File: src/rtl/ddlp_div_cell.sv
// One restoring-division step: shifts one dividend bit into the partial
// remainder and one quotient bit out. Depends on nothing.
module ddlp_div_cell #(
    parameter int DW = 32
) (
    input  logic          clk,
    input  logic [DW-1:0] rem_in,
    input  logic [31:0]   qd_in,
    input  logic [DW-1:0] d_in,
    output logic [DW-1:0] rem_out,
    output logic [31:0]   qd_out,
    output logic [DW-1:0] d_out
);

    logic [DW:0]   trial;
    logic          ge;
    logic [DW-1:0] rem_next;
    logic [31:0]   qd_next;

    // Compare shifted remainder with the divisor
    always_comb
    begin
        trial    = {rem_in, qd_in[31]};
        ge       = trial >= {1'b0, d_in};
        rem_next = ge ? DW'(trial - {1'b0, d_in}) : trial[DW-1:0];
        qd_next  = {qd_in[30:0], ge};
    end

    always_ff @(posedge clk)
    begin
        rem_out <= rem_next;
        qd_out  <= qd_next;
        d_out   <= d_in;
    end

endmodule

File: config.mk
export PLATFORM = sky130hd
export DESIGN_NAME = ddlp_div_cell
export DESIGN_NICKNAME = d
export VERILOG_FILES = /design/src/rtl/ddlp_div_cell.sv
export SDC_FILE = /design/constraint.sdc
export NUM_CORES = 1
export LEC_CHECK = 0
export BUFFER_PORTS_ARGS = -buffer_cell sky130_fd_sc_hd__buf_2
export CAP_MARGIN = 20
export CORE_AREA = 4 4 99 101
export DETAILED_ROUTE_END_ITERATION = 6
export DIE_AREA = 0 0 103 105
export GPL_TIMING_DRIVEN = 0
export PLACE_DENSITY_LB_ADDON = 0.05
export SETUP_SLACK_MARGIN = 0.5
export SLEW_MARGIN = 10
export SYNTH_ARGS = -nofsm -noshare
export SYNTH_HDL_FRONTEND = slang
export SYNTH_SLANG_ARGS = --single-unit
export TNS_END_PERCENT = 10
File: constraint.sdc
create_clock -name clk -period 5.1 [get_ports clk]
set_input_delay 0.255 -clock clk [delete_from_list [all_inputs] [get_ports clk]]
set_output_delay 0.255 -clock clk [all_outputs]
set_load 0.1 [all_outputs]
==> flow_summary.toml <==
[power_and_ir_drop]
p_clk_share_pct = 20.1
powerDensity_mw_per_mm2 = 404
comb_power_share_pct = 45.6
power_frac_seq_pct = 34.4
p_int_w = 0.00129
net-switching-power_w = 0.00120
leakage_nw = 3.08
swShare_pct = 48.2
peakVddDrop_v = 0.000275

[layout]
final_area_mm2 = 0.00615
regArea_mm2 = 0.00192
drive_gt1_share_pct = 32.2
layout.cells.non_filler = 834
multiInputGateArea_mm2 = 0.00204
fillers = 751
synthToLayoutAreaGrowth_pct = 44.7
fin_util_pct = 68.1
layout.nets = 848
diodes = 0

[critical_path]
cpPeakStageDelay_ns = 0.52
arrival_ns = 3.43
start_kind = "primary input"
required_ns = 5.39
setup.worst_path.end_class = "flip-flop"
slowest_stage = "dlygate4sd3_1"
critPathKind = "primary input to flip-flop"
worstPathCellList = "dlygate4sd3_1 -> buf_2 -> inv_1 -> ha_1 -> clkbuf_1 -> nand3_1 -> a21oi_1 -> a2111oi_0 -> nor2_1 -> a21o_1 -> o21a_1 -> buf_6 -> buf_2 -> nor2_1 -> a21oi_1"
path_max_fanout = 10
path_buf_inv = 6
crit_family = "buffers and inverters"

[cts]
htreeDepth = 3
cts-root-buf = "clkbuf_8"
numCtsBuffers = 9
clk_pin_slew_ns = 0.10
clockBufferDepth = 2
cts_resized = 0
cts_tree = "yes"
numClockSinks = 96

[detailed_routing]
drc = 0
via_per_inst = 4.91
vias = 4095
drt_pass1_iterations = 4
wl_um = 12300
ant_nets = 0
drt_iter0_drc = 98
wire_per_inst_um = 14.7

[yosys]
ys_warn_count = 0
synth_top_area_cell = "dfxtp_1"
synth.distinct_cells = 49
synth_nets = 585
async_flop_share_pct = 0
synth_cells = 455
synth_top_area_share_pct = 45.2
yosys-top-cells-area = "dfxtp_1 (45%), ha_1 (9.4%), a21oi_1 (6.4%)"
synth-edff-count = 0
yosysSeqAreaShare_pct = 45.2
syn_area_per_cell_um2 = 9.34
netlist_area_mm2 = 0.00425
ys_ff_latch = 96
synth_ff_type = "dfxtp_1"

[placed_design]
place_inst = 758
gp_congestion = 0.842
placed_cell_area_mm2 = 0.00535
hpwl_um = 8940
io_buffers = 192

[timing]
maxSlewHeadroom_pct = 49.3
setup_viol = 0
tightest_slew_ns = 0.758
rsz0062_at_grt = "false"
finalCriticalPeriod_ns = 3.14
whs_ns = 0.0243
hold_violations = 0
drv_slew = 0
tns_ns = 0
timing.final.crit_share_pct = 61.5
fmax_mhz = 319

[floorplanning]
die_w_um = 103
die_h_um = 105
die_area_mm2 = 0.0108
core_area_mm2 = 0.00902
num_rows = 35
start_util_pct = 47.1
ios = 193

[run_status]
status = "finished, final reports clean"

[hold_path]
hold_class = "primary input to flip-flop"

[global_route]
globalRouteOverflowTotal = 0
track_usage_pct = 22.4
antenna_found_initial = 0
grt_max_degree = 20
grt_pass1_wl_um = 19300
grt_pass1_vias = 4121

[run]
max_cap_violations = 0
==> cell usage in the layout, fill, tap and decap left out, types with 9 or more instances in the layout <==
cell and instances:
buf_2 197, dfxtp_1 96, dlygate4sd3_1 60, a21oi_1 54, inv_1 46, nor2_1 37, ha_1 32, nand2_1 24
o21ai_0 17, xnor2_1 16, xor2_1 10, clkbuf_8 9
==> logic make-up (layout without fill, tap and decap cells) <==
group / Yosys count / in the layout / share of synthesized area, %
multiplexers: 10 / 10 / 3.30
flip-flops: 96 / 96 / 45.2
buffers and inverters: 63 / 331 / 6.68
AO/OA/AOI/OAI: 120 / 120 / 17.2
XOR/XNOR: 26 / 26 / 5.36
adder cells (fa/ha/maj): 33 / 33 / 9.89
AND/OR/NAND/NOR: 107 / 107 / 12.3
==> area by class of cell <==
class / instances / area share, %
Inverter: 46 / 2.81
Timing Repair Buffer: 252 / 25.4
Buffer: 17 / 1.81
Clock buffer: 9 / 2.02
Multi-Input combinational cell: 296 / 33.2
Sequential cell: 96 / 31.3
Clock inverter: 7 / 1.20
Tap cell: 111 / 2.26
==> synth_stat cells, types with 2 or more instances <==
cell,instances
a2111oi_0,3
a211oi_1,3
a21o_1,8
a21oi_1,54
a31o_2,2
a31oi_1,2
and2_1,3
and3_1,2
buf_2,5
buf_6,5
clkbuf_1,6
dfxtp_1,96
ha_1,32
inv_1,46
mux2_4,8
mux2i_1,2
nand2_1,24
nand2b_1,7
nand3_1,8
nand4_1,8
nand4b_1,2
nor2_1,37
nor2b_1,2
nor3_1,3
nor4b_1,2
o211ai_1,2
o21a_1,6
o21ai_0,17
o21ai_1,4
o21bai_1,5
o31ai_1,7
or2_2,2
or3_1,2
xnor2_1,16
xor2_1,10
==> stage by stage <==
stage / worst slack (ns) / power, W
after floorplan: 2.63 / 0.00177
after global placement: 2.16 / 0.00196
after detailed placement: 2.14 / 0.00197
after CTS: 1.97 / 0.00250
after global routing: 1.61 / 0.00259
final: 1.96 / 0.00248
==> power groups by stage <==
stage | Sequential (W) | Clock, W | Combinational [W]
after global placement | 0.000868 | 0 | 0.00109
final | 0.000853 | 0.000498 | 0.00113
after floorplan | 0.00150 | 0 | 0.000271
after global routing | 0.000861 | 0.000540 | 0.00119
after CTS | 0.000853 | 0.000513 | 0.00113
after detailed placement | 0.000870 | 0 | 0.00110
==> layer usage <==
layer | share of wire (%) | up-vias | track usage [%]
met5 | 0 | - | 0
met2 | 50 | 133 | 39.7
met1 | 42 | 1860 | 26.9
met4 | 1.9 | 0 | 7.40
li1 | - | 2082 | -
met3 | 6.6 | 20 | 3.94
==> sequential cells by signal, indices dropped and copies added (netlist names) <==
| name | count |
|---|---|
| d_out | 32 |
| qd_out | 32 |
| rem_out | 32 |
==> final timing paths <==
check | startpoint | to | slack [ns] | depth (start not counted)
max | d_in[8] | rem_out[13] | 1.96 | 15
min | d_in[0] | d_out[0] | 0.02 | 1
==> timing repair <==
item / CTS / global route
setup endpoints to repair: 0 / 0
buffers inserted: 0 / 0
hold buffers: 60 / 0
hold endpoints to repair: 60 / 0
No activity file was read; power rests on OpenSTA's default activity.
