`config.mk`:
```
export PLATFORM = sky130hd
export DESIGN_NAME = ddlp_cordic_cell
export DESIGN_NICKNAME = d
export VERILOG_FILES = /design/src/rtl/ddlp_pkg.sv /design/src/rtl/ddlp_cordic_cell.sv
export SDC_FILE = /design/constraint.sdc
export NUM_CORES = 1
export LEC_CHECK = 0
export BUFFER_PORTS_ARGS = -buffer_cell sky130_fd_sc_hd__buf_2
export CAP_MARGIN = 40
export CORE_ASPECT_RATIO = 0.9
export CORE_MARGIN = 2
export CORE_UTILIZATION = 61
export DETAILED_ROUTE_END_ITERATION = 6
export GPL_ROUTABILITY_DRIVEN = 0
export PLACE_DENSITY_LB_ADDON = 0.3
export SKIP_CTS_REPAIR_TIMING = 1
export SYNTH_ARGS = -nofsm -noshare
export SYNTH_HDL_FRONTEND = slang
export SYNTH_SLANG_ARGS = --single-unit
```
`constraint.sdc`:
```
create_clock -name clk -period 10.8 [get_ports clk]
set_input_delay 1.62 -clock clk [delete_from_list [all_inputs] [get_ports clk]]
set_output_delay 1.62 -clock clk [all_outputs]
set_load 0.01 [all_outputs]
```
`src/rtl/ddlp_pkg.sv`:
```
// Shared constants, types and helpers for the differential-drive local pose update.
// No dependencies; used by the CORDIC cell, the top level and the checker.
package ddlp_pkg;

    localparam int CORDIC_STAGES_DEF = 24;
    localparam int DIV_STEPS         = 32;
    localparam int LAT_BASE          = 76;

    localparam int CW = 34;   // CORDIC vector width, Q2.30 with headroom
    localparam int ZW = 33;   // CORDIC angle width, Q4.28 with headroom

    localparam logic [30:0] WHEEL_BASE_RESET = 31'd65536;
    localparam logic [31:0] SMALL_ANGLE_Q28  = 32'd2684;
    localparam logic [31:0] HALF_PI_Q28      = 32'd421657428;
    localparam logic [32:0] PI_Q28           = 33'd843314857;
    localparam logic [33:0] GAIN_Q30         = 34'd652032874;
    localparam logic [31:0] RATIO_MAX        = 32'h8000_0000;

    typedef logic [41:0] mag_t;

    // Arctangent of 2^-i in Q4.28
    function automatic logic [29:0] atan_q28(input int i);
        logic [29:0] r;
        begin
            case (i)
                0: r = 30'd210828714;
                1: r = 30'd124459457;
                2: r = 30'd65760959;
                3: r = 30'd33381290;
                4: r = 30'd16755422;
                5: r = 30'd8385879;
                6: r = 30'd4193963;
                7: r = 30'd2097109;
                8: r = 30'd1048571;
                9: r = 30'd524287;
                default: r = (i <= 28) ? (30'd1 << (28 - i)) : 30'd0;
            endcase
            atan_q28 = r;
        end
    endfunction

    // Sign-magnitude to saturated two's complement
    function automatic logic [31:0] pack(input logic neg, input mag_t mag);
        logic [31:0] m;
        begin
            if (neg) begin
                m = (mag > 42'h0_8000_0000) ? 32'h8000_0000 : mag[31:0];
                pack = ~m + 32'd1;
            end
            else begin
                pack = (mag > 42'h0_7FFF_FFFF) ? 32'h7FFF_FFFF : mag[31:0];
            end
        end
    endfunction

endpackage

```
`src/rtl/ddlp_cordic_cell.sv`:
```
// One rotation-mode CORDIC micro-rotation with a fixed shift.
// Depends on ddlp_pkg.
module ddlp_cordic_cell #(
    parameter int STAGE = 0
) (
    input  logic                          clk,
    input  logic signed [ddlp_pkg::CW-1:0] x_in,
    input  logic signed [ddlp_pkg::CW-1:0] y_in,
    input  logic signed [ddlp_pkg::ZW-1:0] z_in,
    output logic signed [ddlp_pkg::CW-1:0] x_out,
    output logic signed [ddlp_pkg::CW-1:0] y_out,
    output logic signed [ddlp_pkg::ZW-1:0] z_out
);

    localparam logic signed [ddlp_pkg::ZW-1:0] ATAN =
        ddlp_pkg::ZW'(ddlp_pkg::atan_q28(STAGE));

    logic signed [ddlp_pkg::CW-1:0] xs;
    logic signed [ddlp_pkg::CW-1:0] ys;

    assign xs = x_in >>> STAGE;
    assign ys = y_in >>> STAGE;

    // Rotate toward zero residual angle
    always_ff @(posedge clk)
    begin
        if (!z_in[ddlp_pkg::ZW-1])
        begin
            x_out <= x_in - ys;
            y_out <= y_in + xs;
            z_out <= z_in - ATAN;
        end
        else
        begin
            x_out <= x_in + ys;
            y_out <= y_in - xs;
            z_out <= z_in + ATAN;
        end
    end

endmodule

```
==> summary.log <==
qor: route.avgViaCountPerCell 6.10
qor: global_routing.grt_first_pass_wirelength 42,400 µm
qor: finish.layout-area-overhead-vs-synth 15.2%
qor: critical_path.setup.worst_path.class in -> reg
qor: critical_path.worst-endpoint-arrival 5500 ps
qor: route.drt.antenna.violating_nets 0
qor: critical_path.category_of_the_worst_setup_path_capture_point flip-flop
qor: finish.final_layout_size_suffix_gt1_share 18.4%
qor: floorplanning.core.rowCount 42
qor: power_and_ir_drop.power_report.internal_total 0.866 mW
qor: critical_path.critical_path_buf_inv_count 5
qor: synth.ys.flop_type sky130_fd_sc_hd__dfxtp_1
qor: power_and_ir_drop.power.density_cell_area 132 nW/µm²
qor: synth.mappedNetlistNets 1,406
qor: timing.relSlewSlack 44.7%
qor: power_and_ir_drop.static-leakage-power 5.17 nW
qor: timing.finalCritPeriodShare 48.7%
qor: power_and_ir_drop.clock_power_share 22.8%
qor: timing.finalWorstPathRequiredPeriod 5260 ps
qor: timing.setup_viol_count_final 0
qor: timing.worst_pin_slew 829 ps
qor: clocking.cts_tree yes
qor: critical_path.crit_cells 15
qor: status.failing_checks design-rule violations
qor: route.drt_iter0_drc 831
qor: synth.postSynth.asyncResetShare 0%
qor: synth.synth_enable_flop_cells 0
qor: route.drt_drc_violations_left 1
qor: finish.diodes 0
qor: hold_path.timing.hold.worst_path_depth 1
qor: power_and_ir_drop.combPwrFrac 43.1%
qor: synth.ys_seq_area_share 21.7%
qor: timing.grt_setup_unrepaired false
qor: floorplanning.die_height 121 µm
qor: synth.mappedNetlistArea 9220 µm²
qor: hold_path.hold_class in -> reg
qor: placed_design.place.port_buffers 202
qor: floorplanning.floorplan.initialDensity 62.5%
qor: floorplanning.floorplan.die_area 16,100 µm²
qor: hold_path.min_delay_worst_endpoint z_out[0]
qor: power_and_ir_drop.part_of_the_total_power_dissipated_in_sequential_elements 34.1%
qor: critical_path.worst_ep_required 11,040 ps
qor: critical_path.critical_path.top_delay_family compound AO/OA/AOI/OAI gates
qor: clocking.cts_buffers 9
qor: placed_design.dpl.hpwl 20,300 µm
qor: timing.final_hold_viol_count 0
qor: global_routing.grt_overflow 0
qor: synth.synthesis.instances 1,170
qor: synth.postSynthRegisterBits 100
qor: power_and_ir_drop.sw_frac_of_total 38.2%
qor: route.post_drt_wl_per_cell 17.0 µm
qor: critical_path.crit_path_start_kind input pin
qor: timing.maxSlewViolCount 0
qor: critical_path.slowest_delay 640 ps
qor: clocking.clock-sinks 100
qor: clocking.cts_root_buffer sky130_fd_sc_hd__clkbuf_16
qor: route.drt_first_pass_iters 7
qor: power_and_ir_drop.net-switching-power 0.536 mW
qor: floorplanning.io_pins 203
qor: global_routing.largest_net_degree_at_the_start_of_global_routing 82
qor: clocking.cts_max_level 3
qor: route.num_vias 9,411
qor: floorplanning.die_width 134 µm
qor: finish.seq_area 2000 µm²
qor: synth.synthesis.yosys.warnings 0
qor: timing.fin_tns_setup 0 ps
qor: finish.area_used_by_multi_input_combinational_logic 6620 µm²
qor: clocking.cts.reportedPaths.clkPinSlew 70 ps
qor: status.run_status finished, violations left
qor: global_routing.grt_antenna_before_repair 1
qor: critical_path.critical-path-slowest-cell sky130_fd_sc_hd__buf_4
qor: clocking.cts_buffer_depth 2
qor: synth.postSynthAreaPerCell 7.88 µm²
qor: job.maxCapViolations 0
qor: power_and_ir_drop.total_power 1.40 mW
qor: hold_path.hold_start z_in[0]
qor: critical_path.critical_path_cell_by_cell buf_2 -> buf_4 -> buf_16 -> inv_2 -> buf_4 -> ha_1 -> o21a_1 -> a211oi_2 -> o21ai_1 -> a221o_1 -> a221o_1 -> a21o_1 -> a221oi_2 -> o21ai_1 -> xor2_1
qor: finish.fill_cells 1,212
qor: critical_path.critPathMaxFanout 81
qor: timing.max_clock_freq 190 MHz
qor: floorplanning.core_region_area 14,800 µm²
qor: global_routing.grt_usage 32.4%
qor: power_and_ir_drop.power.ir.vdd_worst 0.111 mV
qor: finish.nets 1,577
qor: synth.netlist-cell-type-count 72
qor: global_routing.grt_pass1_vias 8,737
qor: route.wirelength 26,300 µm
[metal layers]
| metal | GRT usage [%] | share of wire, % | routed length (µm) |
|---|---|---|---|
| met5 | 0 | 0.049 | 13 |
| met4 | 13.2 | 3.7 | 972 |
| met3 | 6.29 | 10 | 2640 |
| met2 | 52.5 | 44 | 11700 |
| met1 | 42.5 | 42 | 11000 |
[state kept, by name, summed over array words and instances, names as in the netlist]
register  count
y_out        34
z_out        33
x_out        33
[cell usage in the layout, fill, tap and decap left out, types with 19 or more instances in the layout]
cell type                  instances
sky130_fd_sc_hd__xor2_1           23
sky130_fd_sc_hd__ha_1            130
sky130_fd_sc_hd__inv_1           105
sky130_fd_sc_hd__nor3_1           21
sky130_fd_sc_hd__a21o_1           45
sky130_fd_sc_hd__a21oi_1         128
sky130_fd_sc_hd__dfxtp_1         100
sky130_fd_sc_hd__xnor2_1          67
sky130_fd_sc_hd__nor2b_1          20
sky130_fd_sc_hd__buf_2           202
sky130_fd_sc_hd__nor2_1           87
sky130_fd_sc_hd__o21bai_1         26
sky130_fd_sc_hd__nand2_1          50
sky130_fd_sc_hd__o21ai_0          82
sky130_fd_sc_hd__mux2i_1          19
sky130_fd_sc_hd__a211oi_1         20
[cells in the mapped netlist, drive strengths merged (23+ instances only)]
cell | count | area share [%]
o21bai | 26 | 2.1
ha | 130 | 18
o21ai | 85 | 4.6
xor2 | 23 | 2.2
a21o | 45 | 3.7
nand2 | 50 | 2.0
nor2 | 87 | 3.5
a21oi | 130 | 7.1
dfxtp | 100 | 22
inv | 108 | 4.4
xnor2 | 67 | 6.4
clkbuf | 26 | 1.1
[worst max path at each step]
stage | end | slack, ps | start
after global routing | z_out[27] | 5330 | z_in[32]
after CTS | z_out[27] | 5570 | z_in[32]
final | z_out[27] | 5540 | z_in[32]
after floorplan | z_out[27] | 5960 | z_in[32]
after detailed placement | z_out[27] | 5210 | z_in[32]
after global placement | z_out[27] | 5220 | z_in[32]
[area by class of cell]
cell class	count	area share, %
Sequential cell	100	18.8
Tap cell	198	2.33
Clock buffer	11	2.28
Multi-Input combinational cell	915	62.3
Inverter	109	3.85
Clock inverter	5	0.424
Timing Repair Buffer	206	9.98
[per-stage QoR]
step	hold slack, ps	std cells	cell area (µm²)	worst slack [ps]	utilization, %
floorplan	1650	1170	9220	5960	-
global placement	1720	1527	10300	5220	69.8
detailed placement	1740	1528	10300	5210	70.0
CTS	1360	1544	10600	5570	72.0
global route	1360	1544	10600	5330	72.0
finish	1370	1544	10600	5540	72.0
[power groups by stage]
stage	logic [mW]	clock network (mW)	registers (mW)
floorplan	0.340	0	0.532
global placement	0.580	0	0.485
detailed placement	0.589	0	0.486
CTS	0.595	0.325	0.479
global route	0.658	0.338	0.486
finish	0.604	0.320	0.478
[cell families after synthesis]
group                    Yosys count  synth area share, %
buffers and inverters            155                 6.51
multiplexers                      19                 2.06
XOR/XNOR                          90                 8.55
adder cells (fa/ha/maj)          134                 18.5
flip-flops                       100                 21.7
AND/OR/NAND/NOR                  258                 13.6
AO/OA/AOI/OAI                    414                 29.0
(Power assumes the default switching activity.)
